File: src/sv/drc_pkg.sv
package drc_pkg;

  // Default number of cache entries, and the entry count after reset.
  localparam int DEFAULT_DEPTH = 64;
  localparam int ENTRIES_RESET = 64;

  // Fixed field widths of the stream and configuration ports.
  localparam int SLOT_OUT_W  = 6;
  localparam int LEN_W       = 16;
  localparam int CFG_DATA_W  = 7;
  localparam int CFG_INDEX_W = 2;

  // Configuration register indexes.
  localparam logic [CFG_INDEX_W-1:0] CFG_ENABLE  = 2'd0;
  localparam logic [CFG_INDEX_W-1:0] CFG_ENTRIES = 2'd1;

  // Operation codes carried in the input tuser.
  localparam logic FUNC_LOOKUP = 1'b0;
  localparam logic FUNC_INSERT = 1'b1;

  // Full call key; peer holds the port in the upper 16 bits.
  typedef struct packed {
    logic [47:0] peer;
    logic [31:0] proc;
    logic [31:0] vers;
    logic [31:0] prog;
    logic [31:0] xid;
  } drc_key_t;

  typedef struct packed {
    drc_key_t         key;
    logic [LEN_W-1:0] len;
  } drc_entry_t;

  // Partial search result handed from cell to cell.
  typedef struct packed {
    logic             hit;
    logic [LEN_W-1:0] len;
  } drc_res_t;

  // Controls broadcast to every cell.
  typedef struct packed {
    logic clear;
    logic shift;
    logic start;
    logic step;
  } drc_ctrl_t;

  typedef enum logic [1:0] {
    ST_IDLE,
    ST_SEARCH,
    ST_FINISH
  } drc_state_t;

endpackage

File: src/sv/drc_cell.sv
module drc_cell import drc_pkg::*; #(
  parameter int POS = 0,
  parameter int CW  = 7,
  parameter int SW  = 6
) (
  input  logic             clk,
  input  logic             rst,
  input  drc_ctrl_t        ctrl,
  input  logic [CW-1:0]    used_n,
  input  drc_key_t         key,
  input  logic             valid_in,
  input  drc_entry_t       ent_in,
  input  logic [SW-1:0]    slot_in,
  output logic             valid_out,
  output drc_entry_t       ent_out,
  output logic [SW-1:0]    slot_out,
  input  drc_res_t         res_in,
  input  logic [SW-1:0]    res_slot_in,
  output drc_res_t         res_out,
  output logic [SW-1:0]    res_slot_out
);

  localparam logic [CW-1:0] POS_C = CW'(POS);

  logic             valid;
  drc_entry_t       ent;
  logic [SW-1:0]    slot;
  logic             res_hit;
  logic [LEN_W-1:0] res_len;
  logic [SW-1:0]    res_slot;
  logic             match;

  // Entries at or beyond the count in use have been overwritten in slot terms.
  assign match = valid && (POS_C < used_n) && (ent.key == key);

  always_ff @(posedge clk) begin
    if (rst || ctrl.clear) begin
      valid <= 1'b0;
    end else if (ctrl.shift) begin
      valid <= valid_in;
    end
  end

  always_ff @(posedge clk) begin
    if (ctrl.shift) begin
      ent  <= ent_in;
      slot <= slot_in;
    end
  end

  always_ff @(posedge clk) begin
    if (rst || ctrl.start) begin
      res_hit <= 1'b0;
    end else if (ctrl.step) begin
      res_hit <= match || res_in.hit;
    end
  end

  always_ff @(posedge clk) begin
    if (ctrl.step) begin
      if (match) begin
        res_len  <= ent.len;
        res_slot <= slot;
      end else begin
        res_len  <= res_in.len;
        res_slot <= res_slot_in;
      end
    end
  end

  assign valid_out    = valid;
  assign ent_out      = ent;
  assign slot_out     = slot;
  assign res_out      = '{hit: res_hit, len: res_len};
  assign res_slot_out = res_slot;

endmodule

File: config.mk
export PLATFORM = sky130hd
export DESIGN_NAME = drc_cell
export DESIGN_NICKNAME = d
export VERILOG_FILES = /design/src/sv/drc_pkg.sv /design/src/sv/drc_cell.sv
export SDC_FILE = /design/constraint.sdc
export NUM_CORES = 1
export LEC_CHECK = 0
export BUFFER_PORTS_ARGS = -buffer_cell sky130_fd_sc_hd__buf_2
export CAP_MARGIN = 5
export CORE_AREA = 10 10 235 237
export CTS_CLUSTER_SIZE = 14
export DETAILED_ROUTE_END_ITERATION = 10
export DIE_AREA = 0 0 245 247
export SLEW_MARGIN = 25
export SYNTH_ARGS = -nofsm -noshare
export SYNTH_HDL_FRONTEND = slang
export SYNTH_SLANG_ARGS = --single-unit
File: constraint.sdc
create_clock -name clk -period 4.5 [get_ports clk]
set_clock_uncertainty 0.05 [all_clocks]
set_input_delay 0.675 -clock clk [delete_from_list [all_inputs] [get_ports clk]]
set_output_delay 0.675 -clock clk [all_outputs]
set_load 0.02 [all_outputs]
; After elaboration in Yosys (flattened, before gate mapping)
; Cells that the tools add are included.
[word_totals]
register_bits = 222
inputBits = 411
output_inout_bits = 222
word_cells = 20
[op_classes]
n_lt_le_gt_ge = 1
eq_ne = 1
mux = 2
reduce_logical = 5
[ops]
columns = operator, count
row1 = == test 176 bit, 1
row2 = 2-to-1 mux 16 bit, 1
row3 = "< comparator 1 x 7 -> 1 bit, first input constant", 1
row4 = 2-to-1 mux 6 bit, 1
row5 = logical OR 1 bit, 3
row6 = logical AND 1 bit, 2

; Depth between registers and ports, before layout
; Gate-level depths: netlist of the first run.
[logic_depth]
ltp_word = 4
depth_mapped = 8

; Worst setup path before layout of the first run
; Ideal clock, no wire load.
[synth_path]
kind = input to register
startpoint = in key[99] (netlist name)
endpoint = reg res_len[0], data pin
t_arrival_ns = 2.611
required_time_ns = 4.190
setup_slack_ns = 1.579
cell_stages = 8
path_buffers = 1
path_cell_list = nor2b_1 -> a2111o_1 -> a2111oi_2 -> nand4_1 -> nor4_2 -> nand4_2 -> buf_6 -> mux2_4
[synth_via]
elab_chain_len = 3
[synth_lines]
columns = element, line
row1 = "start, declared", drc_cell.sv:10  ; input drc_key_t key,
row2 = == test 176 bit, drc_cell.sv:34  ; assign match = valid && (POS_C < used_n) && (ent.key == key);
row3 = logical AND 1 bit, drc_cell.sv:34
row4 = 2-to-1 mux 16 bit, drc_cell.sv:61  ; if (match) begin
row5 = "end signal, assigned", drc_cell.sv:62  ; res_len <= ent.len;
row6 = "end signal, assigned", drc_cell.sv:65  ; res_len <= res_in.len;
row7 = "end, declared", drc_cell.sv:29  ; logic [LEN_W-1:0] res_len;
; Every way passes these cells.
; A chain may end at the register's enable or synchronous reset.

; Worst setup path after layout of the first run
[layout_path]
startpoint = reg ent (netlist bit ent_out[45])
endpoint = reg res_slot[0], in the netlist res_slot_out[0], data pin
[layout_via]
elab_chain_len = 3
[layout_lines]
columns = element, line
row1 = "start, declared", drc_cell.sv:26  ; drc_entry_t ent;
row2 = "start signal, assigned", drc_cell.sv:46  ; ent <= ent_in;
row3 = == test 176 bit, drc_cell.sv:34
row4 = logical AND 1 bit, drc_cell.sv:34
row5 = 2-to-1 mux 6 bit, drc_cell.sv:61
row6 = "end signal, assigned", drc_cell.sv:63  ; res_slot <= slot;
row7 = "end signal, assigned", drc_cell.sv:66  ; res_slot <= res_slot_in;
row8 = "end, declared", drc_cell.sv:30  ; logic [SW-1:0] res_slot;
; Every way passes these cells.

==> results of run 1 <==
==> per-layer routing <==
layer | vias up | track usage | part of all wire
li1 | 3523 | - | -
met1 | 3704 | 0.1636 | 0.38
met2 | 455 | 0.2334 | 0.48
met3 | 60 | 0.05449 | 0.11
met4 | 6 | 0.03982 | 0.024
met5 | - | 0 | 0.00089
==> sequential cells by signal (all words and copies together), names as in the netlist <==
register / count
ent_out: 192
res_len: 16
res_slot_out: 6
slot_out: 6
res_hit: 1
valid_out: 1
==> through the flow <==
| step | instance area [um^2] | hold slack (ns) | std cells |
|---|---|---|---|
| final | 14250 | 0.2285 | 1948 |
| after global routing | 14230 | 0.1904 | 1943 |
| after CTS | 14220 | 0.1845 | 1940 |
| after detailed placement | 13350 | 0.4931 | 1892 |
| after global placement | 13350 | 0.4825 | 1892 |
| after floorplan | 9266 | 0.4628 | 574 |
==> synth_stat cells (3+ instances only) <==
cell,n,area share
xnor2_1,40,0.038
nor4_1,26,0.018
mux2_4,19,0.031
a2111oi_0,6,0.0057
edfxtp_1,220,0.71
nor2b_1,19,0.013
inv_2,4,0.0016
mux2_1,3,0.0036
nor3_1,4,0.0022
inv_1,63,0.026
nor2_1,3,0.0012
nand4_1,18,0.012
o22ai_1,24,0.016
a2111o_1,3,0.0036
nand2b_1,11,0.0074
a221oi_1,3,0.0028
xor2_1,63,0.060
a22o_1,7,0.0066
o2111ai_1,4,0.0038
o2bb2ai_1,10,0.0095
==> kinds of logic after synthesis <==
| group | after synthesis | share of synthesized area |
|---|---|---|
| AOI/OAI and AO/OA | 68 | 0.06036 |
| xor gates and xnor gates | 103 | 0.09735 |
| buffers and inverters | 71 | 0.03079 |
| DFF | 222 | 0.7173 |
| muxes | 23 | 0.03551 |
| and+or+nand+nor | 87 | 0.05874 |
==> power by group <==
group | internal (W) | switching (W)
registers | 0.00247 | 0.000128
clock network | 0.00130 | 0.000876
logic | 0.000354 | 0.000533
==> cells in the final DEF (no fill, tap or decap), types with 3 or more instances in the layout <==
master,netlist,routed
o2bb2ai_1,10,10
diode_2,0,8
buf_4,1,7
clkbuf_1,0,4
nand4_1,18,18
mux2_4,19,19
nand2b_1,11,11
bufinv_16,0,3
xor2_1,63,63
a221oi_1,3,3
nor2_1,3,3
nor4_1,26,26
xnor2_1,40,40
inv_1,63,63
clkinv_2,0,5
clkbuf_8,0,3
edfxtp_1,220,220
nor3_1,4,4
clkbuf_16,0,27
inv_2,4,4
o22ai_1,24,24
buf_2,0,631
a2111o_1,3,3
o2111ai_1,4,4
mux2_1,3,3
nor2b_1,19,19
clkinv_1,1,5
a2111oi_0,6,4
a22o_1,7,7
==> worst max-delay path, stage by stage, from the launching register on <==
cell and delay (ns):
edfxtp_1 0.42, nand2b_1 0.19, o2111ai_1 0.17, a2111oi_1 0.96, nand4_1 0.40, nor4_2 0.57, nand4_2 0.14, buf_4 0.30
mux2_1 0.37
==> how the worst max path moves through the flow <==
stage,cells after the start,start,slack (ns),to
2_1_floorplan,8,key[99],1.58,res_len[0]
3_3_place_gp,9,key[29],-0.04,res_slot_out[5]
3_5_place_dp,10,key[110],0.26,res_slot_out[0]
4_1_cts,8,ent_out[45],0.52,res_slot_out[0]
5_1_grt,8,ent_out[45],0.42,res_slot_out[0]
6_report,8,ent_out[45],0.63,res_slot_out[0]
==> layout make-up <==
class / instances / share of cell area
timing repair buffer: 641 / 0.2291
inverter: 68 / 0.01792
clock buffer: 33 / 0.05041
clock inverter: 15 / 0.01080
tap: 680 / 0.05972
sequential: 222 / 0.4665
multi-input combinational: 281 / 0.1641
antenna: 8 / 0.001405
==> results.py, run 1 <==
metrics = {
    "clock_tree": {
        "root_buffer": "clkbuf_16",
        "cts_setup_buffers": 0,
        "cts_hold_buf": 0,
        "ctsResizeCount": 0,
        "cts_max_path_buffers": 3,
        "path_clk_slew_ns": 0.06,
        "htree_levels": 1,
        "clkSinkCount": 222,
        "cts_tree": "yes",
        "cts_buffers": 27,
        "clk_latency_ns": 0.57,
    },
    "setup_path": {
        "setup.worst_path.start_class": "flip-flop",
        "path_max_fanout": 23,
        "r2r_slack_ns": 0.63,
        "r2r-start": "ent_out[45]",
        "critPathKind": "flip-flop to flip-flop",
        "critPathRequiredTime_ns": 4.74,
        "worst_ep_arrival_time_ns": 4.11,
        "r2r_end": "res_slot_out[0]",
        "cp-end-kind": "flip-flop",
        "worstRegToRegCells": 8,
    },
    "timing": {
        "setup_tns_ns": 0,
        "fin_ws_ns": 0.6279,
        "finalSetupViolCount": 0,
        "fin_crit_sh": 0.8605,
        "hold_violations": 0,
        "drv_slew": 0,
        "maxSlewHeadroom": 0.2985,
        "max_freq_mhz": 258.3,
        "rsz0062_at_grt": "false",
        "period_minus_slack_ns": 3.872,
        "tightest_slew_ns": 1.050,
    },
    "place": {
        "place_congestion": 0.9111,
        "portBuffers": 632,
        "place_hpwl_um": 38690,
        "dpl_worst_slack_ns": 0.2620,
    },
    "finish": {
        "layout-drive-gt1-share": 0.5627,
        "syn2layout_area_growth_pct": 53.74,
        "nFillCells": 5367,
        "final_nets": 1652,
        "multi_input_area_um2": 2337,
        "register_area_um2": 6646,
        "fin_util": 0.2811,
    },
    "hold_path": {
        "holdPathStages": 1,
        "min_to": "ent_out[37]",
        "holdCritPathClass": "primary input to flip-flop",
        "hold_start": "ent_in[37]",
    },
    "detailed_routing": {
        "postRouteAntennaNets": 0,
        "route.detailed.drc": 0,
        "routed-via-count": 7748,
        "totalWireLength_um": 44970,
        "dr.pass1.iters": 5,
        "drtIter0Drc": 441,
        "via_per_inst": 3.977,
        "wl_per_cell_um": 23.08,
    },
    "floorplan": {
        "rows": 83,
        "start_util": 0.1828,
        "fp.coreArea_um2": 50680,
        "die_x_um": 245,
        "die_h_um": 247,
        "io_pins": 633,
        "fp.dieArea_um2": 60520,
    },
    "grt": {
        "grt_pass1_vias": 8654,
        "grt_pass1_wl_um": 61380,
        "gr-total-overflow": 0,
        "grt_usage": 0.1397,
        "grt_max_degree": 96,
        "antenna_found_initial": 20,
    },
    "pwr": {
        "power.density_nw_per_um2": 396.8,
        "total_leakage_power_nw": 6.280,
        "finalPower_w": 0.005653,
        "ir_drop_mv": 0.3081,
    },
    "yosys": {
        "syn_inst": 574,
        "syn_area_per_cell_um2": 16.14,
        "synth_cell_types": 39,
        "yosys_warnings": 0,
        "ys_ff_latch": 222,
        "syn_nets": 985,
        "syn_area_um2": 9266,
        "ys_seq_area_frac": 0.7173,
        "synth_edf_count": 220,
        "synth-async-reset-ratio": 0,
        "ys.flop_type": "edfxtp_1",
    },
    "job": {
        "drv_cap": 0,
    },
    "outcome": {
        "outcome": "complete, no violations",
    },
}
(Power assumes the default switching activity.)
==> inputs of run 2 (changes only) <==
--- a/config.mk
+++ b/config.mk
@@ -9,7 +9,9 @@
 export CAP_MARGIN = 5
 export CORE_AREA = 10 10 235 237
+export CTS_CLUSTER_DIAMETER = 150
 export CTS_CLUSTER_SIZE = 14
 export DETAILED_ROUTE_END_ITERATION = 10
 export DIE_AREA = 0 0 245 247
+export HOLD_SLACK_MARGIN = 0.06
 export SLEW_MARGIN = 25
 export SYNTH_ARGS = -nofsm -noshare
--- a/constraint.sdc
+++ b/constraint.sdc
@@ -3,3 +3,3 @@
 set_input_delay 0.675 -clock clk [delete_from_list [all_inputs] [get_ports clk]]
 set_output_delay 0.675 -clock clk [all_outputs]
-set_load 0.02 [all_outputs]
+set_load 0.005 [all_outputs]
==> run 2 against run 1 <==
Global-route usage decreased by 0.096 points; wire length decreased by 0.37%; cell count decreased by 1.1%; critical path type unchanged.
==> results.py, run 2 (synthesized netlist as in run 1, its figures left out) <==
metrics = {
    "timing": {
        "max_freq_mhz": 284.2,
        "tightest_slew_ns": 0.8685,
        "hold_violations": 0,
        "maxSlewHeadroom": 0.4157,
        "rsz0062_at_grt": "false",
        "period_minus_slack_ns": 3.518,
        "fin_crit_sh": 0.7819,
        "drv_slew": 0,
        "fin_ws_ns": 0.9815,
        "finalSetupViolCount": 0,
        "setup_tns_ns": 0,
    },
    "floorplan": {
        "die_x_um": 245,
        "start_util": 0.1828,
        "die_h_um": 247,
        "rows": 83,
        "fp.coreArea_um2": 50680,
        "fp.dieArea_um2": 60520,
        "io_pins": 633,
    },
    "pwr": {
        "power.density_nw_per_um2": 346.7,
        "total_leakage_power_nw": 6.099,
        "ir_drop_mv": 0.3259,
    },
    "setup_path": {
        "worstRegToRegCells": 8,
        "setup.worst_path.start_class": "flip-flop",
        "critPathKind": "flip-flop to flip-flop",
        "cp_slowest_stage_delay_ns": 0.69,
        "critPathRequiredTime_ns": 4.71,
        "cp_slowest_cell": "a2111oi_2",
        "cp_cell_sequence": "nand2b_1 > o2111ai_1 > a2111oi_2 > nand4_1 > nor4_2 > nand4_2 > buf_4 > mux2_1",
        "crit_cells": 8,
        "worst_ep_arrival_time_ns": 3.73,
        "path_buf_inv": 1,
        "path_max_fanout": 23,
        "path_delay_family": "simple AND/OR/NAND/NOR gates",
        "cp-end-kind": "flip-flop",
    },
    "clock_tree": {
        "clkSinkCount": 222,
        "cts_setup_buffers": 0,
        "cts_tree": "yes",
        "path_clk_slew_ns": 0.07,
        "cts_max_path_buffers": 3,
        "ctsResizeCount": 0,
        "cts_buffers": 19,
        "clk_latency_ns": 0.52,
        "htree_levels": 1,
        "cts_hold_buf": 0,
        "root_buffer": "clkbuf_16",
    },
    "grt": {
        "grt_usage": 0.1387,
        "grt_pass1_wl_um": 61000,
        "grt_pass1_vias": 8609,
        "gr-usage-met2": 0.2340,
        "use_met1": 0.1597,
        "grt_max_degree": 96,
        "antenna_found_initial": 22,
        "grt_use_met3": 0.05643,
        "top_usage_layer": "met2",
        "gr-total-overflow": 0,
    },
    "detailed_routing": {
        "routed-via-count": 7694,
        "dr.pass1.iters": 5,
        "wl_per_cell_um": 23.26,
        "via_per_inst": 3.995,
        "postRouteAntennaNets": 0,
        "route.detailed.drc": 0,
        "drtIter0Drc": 435,
        "totalWireLength_um": 44800,
    },
    "hold_path": {
        "holdPathStages": 1,
        "holdCritPathClass": "primary input to flip-flop",
    },
    "finish": {
        "layout-drive-gt1-share": 0.5565,
        "layout_commonest_cell": "buf_2",
        "syn2layout_area_growth_pct": 49.80,
        "largest_reg_flops": 192,
        "final_cell_mix": "buf_2 (631), edfxtp_1 (220), inv_1 (63), xor2_1 (63), xnor2_1 (40)",
        "final_nets": 1644,
    },
    "place": {
        "portBuffers": 632,
        "place_hpwl_um": 38690,
        "dpl_worst_slack_ns": 0.2620,
        "place_congestion": 0.9111,
    },
    "outcome": {
        "outcome": "complete, no violations",
    },
    "job": {
        "drv_cap": 0,
    },
}
run 2: layout make-up:
cell class,count,area (um^2)
Sequential cell,222,6646
Multi-Input combinational cell,281,2342
Tap cell,680,850.8
Fill cell,5376,36800
Antenna cell,8,20.02
Clock buffer,25,498.0
Clock inverter,1,3.754
Inverter,68,255.2
Timing Repair Buffer,641,3264
run 2: worst paths after layout:
check | startpoint | endpoint | slack (ns)
worst max-delay path | ent_out[45] | res_slot_out[0] | 0.98
worst min-delay path | ent_in[37] | ent_out[37] | 0.27
worst max register to register | ent_out[45] | res_slot_out[0] | 0.98
worst min register to register | ent_out[15] | res_len[15] | 0.51
run 2: where the power goes:
group	leakage, nW	internal [W]	switching (W)
combinational	3.69	0.000351	0.000354
sequential	2.17	0.00246	0.000127
clock	0.243	0.000768	0.000751
run 2: routing by layer:
layer  wire [um]  share of wire
met1       17150           0.38
met2       21710           0.48
met3        4785           0.11
met4        1086          0.024
met5          69         0.0015
run 2: stage by stage:
stage	area (um^2)	util	power (W)	hold WS, ns	std cells
CTS	13850	0.2734	0.004898	0.2334	1918
global placement	13350	0.2635	0.003335	0.4825	1892
global route	13870	0.2737	0.005023	0.2466	1921
floorplan	9266	-	0.002794	0.4628	574
detailed placement	13350	0.2635	0.003350	0.4931	1892
finish	13880	0.2739	0.004812	0.2728	1926
==> inputs of run 3 (changes only) <==
CORE_AREA = 10 10 236 238   (was 10 10 235 237)
DIE_AREA = 0 0 246 248   (was 0 0 245 247)
clock period = 3.6 ns   (was 4.5 ns; I/O delays follow)
==> run 3 against run 2 <==
Worst hold slack worse by 0.13 ns; worst setup slack worse by 0.52 ns; total power is 25% higher; count of clock-buffer cells in the layout stayed put; final area is 0.49% higher; core utilization hardly changed; sequential share of layout area is 0.23 points lower; fmax is 12% higher; combinational power is 28% higher; first-iteration DRC count is 1.1% lower; sequential power is 25% higher; wire length is 1.1% higher; critical path type unchanged; highest routed layer unchanged.
==> results.py, run 3 (synthesized netlist as in run 1, its figures left out) <==
metrics = {
    "outcome": {
        "outcome": "complete, no violations",
    },
    "detailed_routing": {
        "totalWireLength_um": 45280,
        "via_per_inst": 3.994,
        "drtIter0Drc": 430,
        "routed-via-count": 7701,
        "route.detailed.drc": 0,
        "dr.pass1.iters": 5,
        "postRouteAntennaNets": 0,
        "wl_per_cell_um": 23.48,
    },
    "finish": {
        "layout-drive-gt1-share": 0.5605,
        "syn2layout_area_growth_pct": 50.53,
        "final_cell_mix": "buf_2 (631), edfxtp_1 (220), inv_1 (63), xor2_1 (63), xnor2_1 (40)",
        "layout_commonest_cell": "buf_2",
        "largest_reg_flops": 192,
        "final_nets": 1653,
    },
    "timing": {
        "drv_slew": 0,
        "tightest_slew_ns": 0.9949,
        "max_freq_mhz": 318.5,
        "period_minus_slack_ns": 3.139,
        "whs_ns": 0.1434,
        "setup_tns_ns": 0,
        "hold_violations": 0,
        "fin_crit_sh": 0.8720,
        "rsz0062_at_grt": "false",
        "fin_ws_ns": 0.4607,
        "maxSlewHeadroom": 0.3196,
        "finalSetupViolCount": 0,
    },
    "pwr": {
        "ir_drop_mv": 0.3637,
        "total_leakage_power_nw": 6.152,
        "power.density_nw_per_um2": 430.9,
    },
    "setup_path": {
        "setup.worst_path.start_class": "flip-flop",
        "critPathRequiredTime_ns": 3.80,
        "cp_cell_sequence": "nand2b_1 > o2111ai_1 > a2111oi_0 > nand4_1 > nor4_2 > nand4_2 > buf_12 > mux2_1",
        "critPathKind": "flip-flop to flip-flop",
        "crit_cells": 8,
        "cp_slowest_cell": "a2111oi_0",
        "r2r-start": "ent_out[45]",
        "r2r_end": "res_slot_out[0]",
        "r2r_slack_ns": 0.46,
        "worstRegToRegCells": 8,
        "path_buf_inv": 1,
        "path_delay_family": "compound AO/OA/AOI/OAI gates",
        "cp_slowest_stage_delay_ns": 0.89,
        "path_max_fanout": 23,
        "worst_ep_arrival_time_ns": 3.34,
        "cp-end-kind": "flip-flop",
    },
    "hold_path": {
        "min_to": "ent_out[135]",
        "holdPathStages": 1,
        "holdCritPathClass": "primary input to flip-flop",
        "hold_start": "ent_in[135]",
    },
    "floorplan": {
        "rows": 83,
        "fp.dieArea_um2": 61010,
        "die_h_um": 248,
        "start_util": 0.1817,
        "fp.coreArea_um2": 50990,
        "die_x_um": 246,
        "io_pins": 633,
    },
    "grt": {
        "grt_usage": 0.1377,
        "gr-total-overflow": 0,
        "grt_max_degree": 93,
        "grt_pass1_wl_um": 60750,
        "grt_pass1_vias": 8594,
        "antenna_found_initial": 9,
    },
    "clock_tree": {
        "cts_tree": "yes",
        "root_buffer": "clkbuf_16",
        "ctsResizeCount": 0,
        "path_clk_slew_ns": 0.07,
        "clkSinkCount": 222,
        "htree_levels": 1,
        "cts_max_path_buffers": 3,
        "clk_latency_ns": 0.52,
        "cts_hold_buf": 0,
        "cts_setup_buffers": 0,
        "cts_buffers": 19,
    },
    "place": {
        "dpl_worst_slack_ns": 0.1036,
        "portBuffers": 632,
        "place_hpwl_um": 39470,
        "place_congestion": 0.9452,
    },
    "job": {
        "drv_cap": 0,
    },
}
## run 3: worst max-delay path by stage
stage                       from         endpoint  slack (ns)
floorplan                key[99]       res_len[0]        0.82
global placement        key[102]  res_slot_out[0]       -0.28
detailed placement      key[110]  res_slot_out[5]        0.10
CTS                 ent_out[126]  res_slot_out[0]        0.33
global route         ent_out[45]  res_slot_out[0]        0.27
finish               ent_out[45]  res_slot_out[0]        0.46
## run 3: area by class of cell
cell class,instances,area [um^2]
fill,5390,37040
sequential,222,6646
timing repair buffer,650,3344
multi-input combinational,281,2347
tap,680,850.8
clock buffer,25,498.0
inverter,68,255.2
clock inverter,1,3.754
antenna,1,2.502
## run 3: worst reg2reg max path, stage by stage, from the launching register on
cell	delay [ns]
edfxtp_1	0.37
nand2b_1	0.22
o2111ai_1	0.14
a2111oi_0	0.89
nand4_1	0.22
nor4_2	0.27
nand4_2	0.16
buf_12	0.20
mux2_1	0.36
## run 3: power breakdown
part	switching [W]	internal, W	total, W
clock network	0.000915	0.000959	0.00187
logic	0.000456	0.000445	0.000901
registers	0.000158	0.00308	0.00324
total	0.00153	0.00448	0.00601
## run 3: routing by layer
metal / vias to the layer above / global-route usage / routed length (um)
met5: - / 0 / 52
met4: 8 / 0.02977 / 812
met1: 3732 / 0.1626 / 17160
li1: 3509 / - / -
met2: 415 / 0.2350 / 22370
met3: 37 / 0.05085 / 4885
## run 3: stage by stage
step	cells	util	cell area, um^2	power, W
floorplan	574	-	9266	0.003493
global placement	1899	0.2631	13420	0.004186
detailed placement	1901	0.2637	13440	0.004207
CTS	1927	0.2735	13950	0.006111
global route	1927	0.2735	13950	0.006274
finish	1928	0.2736	13950	0.006010
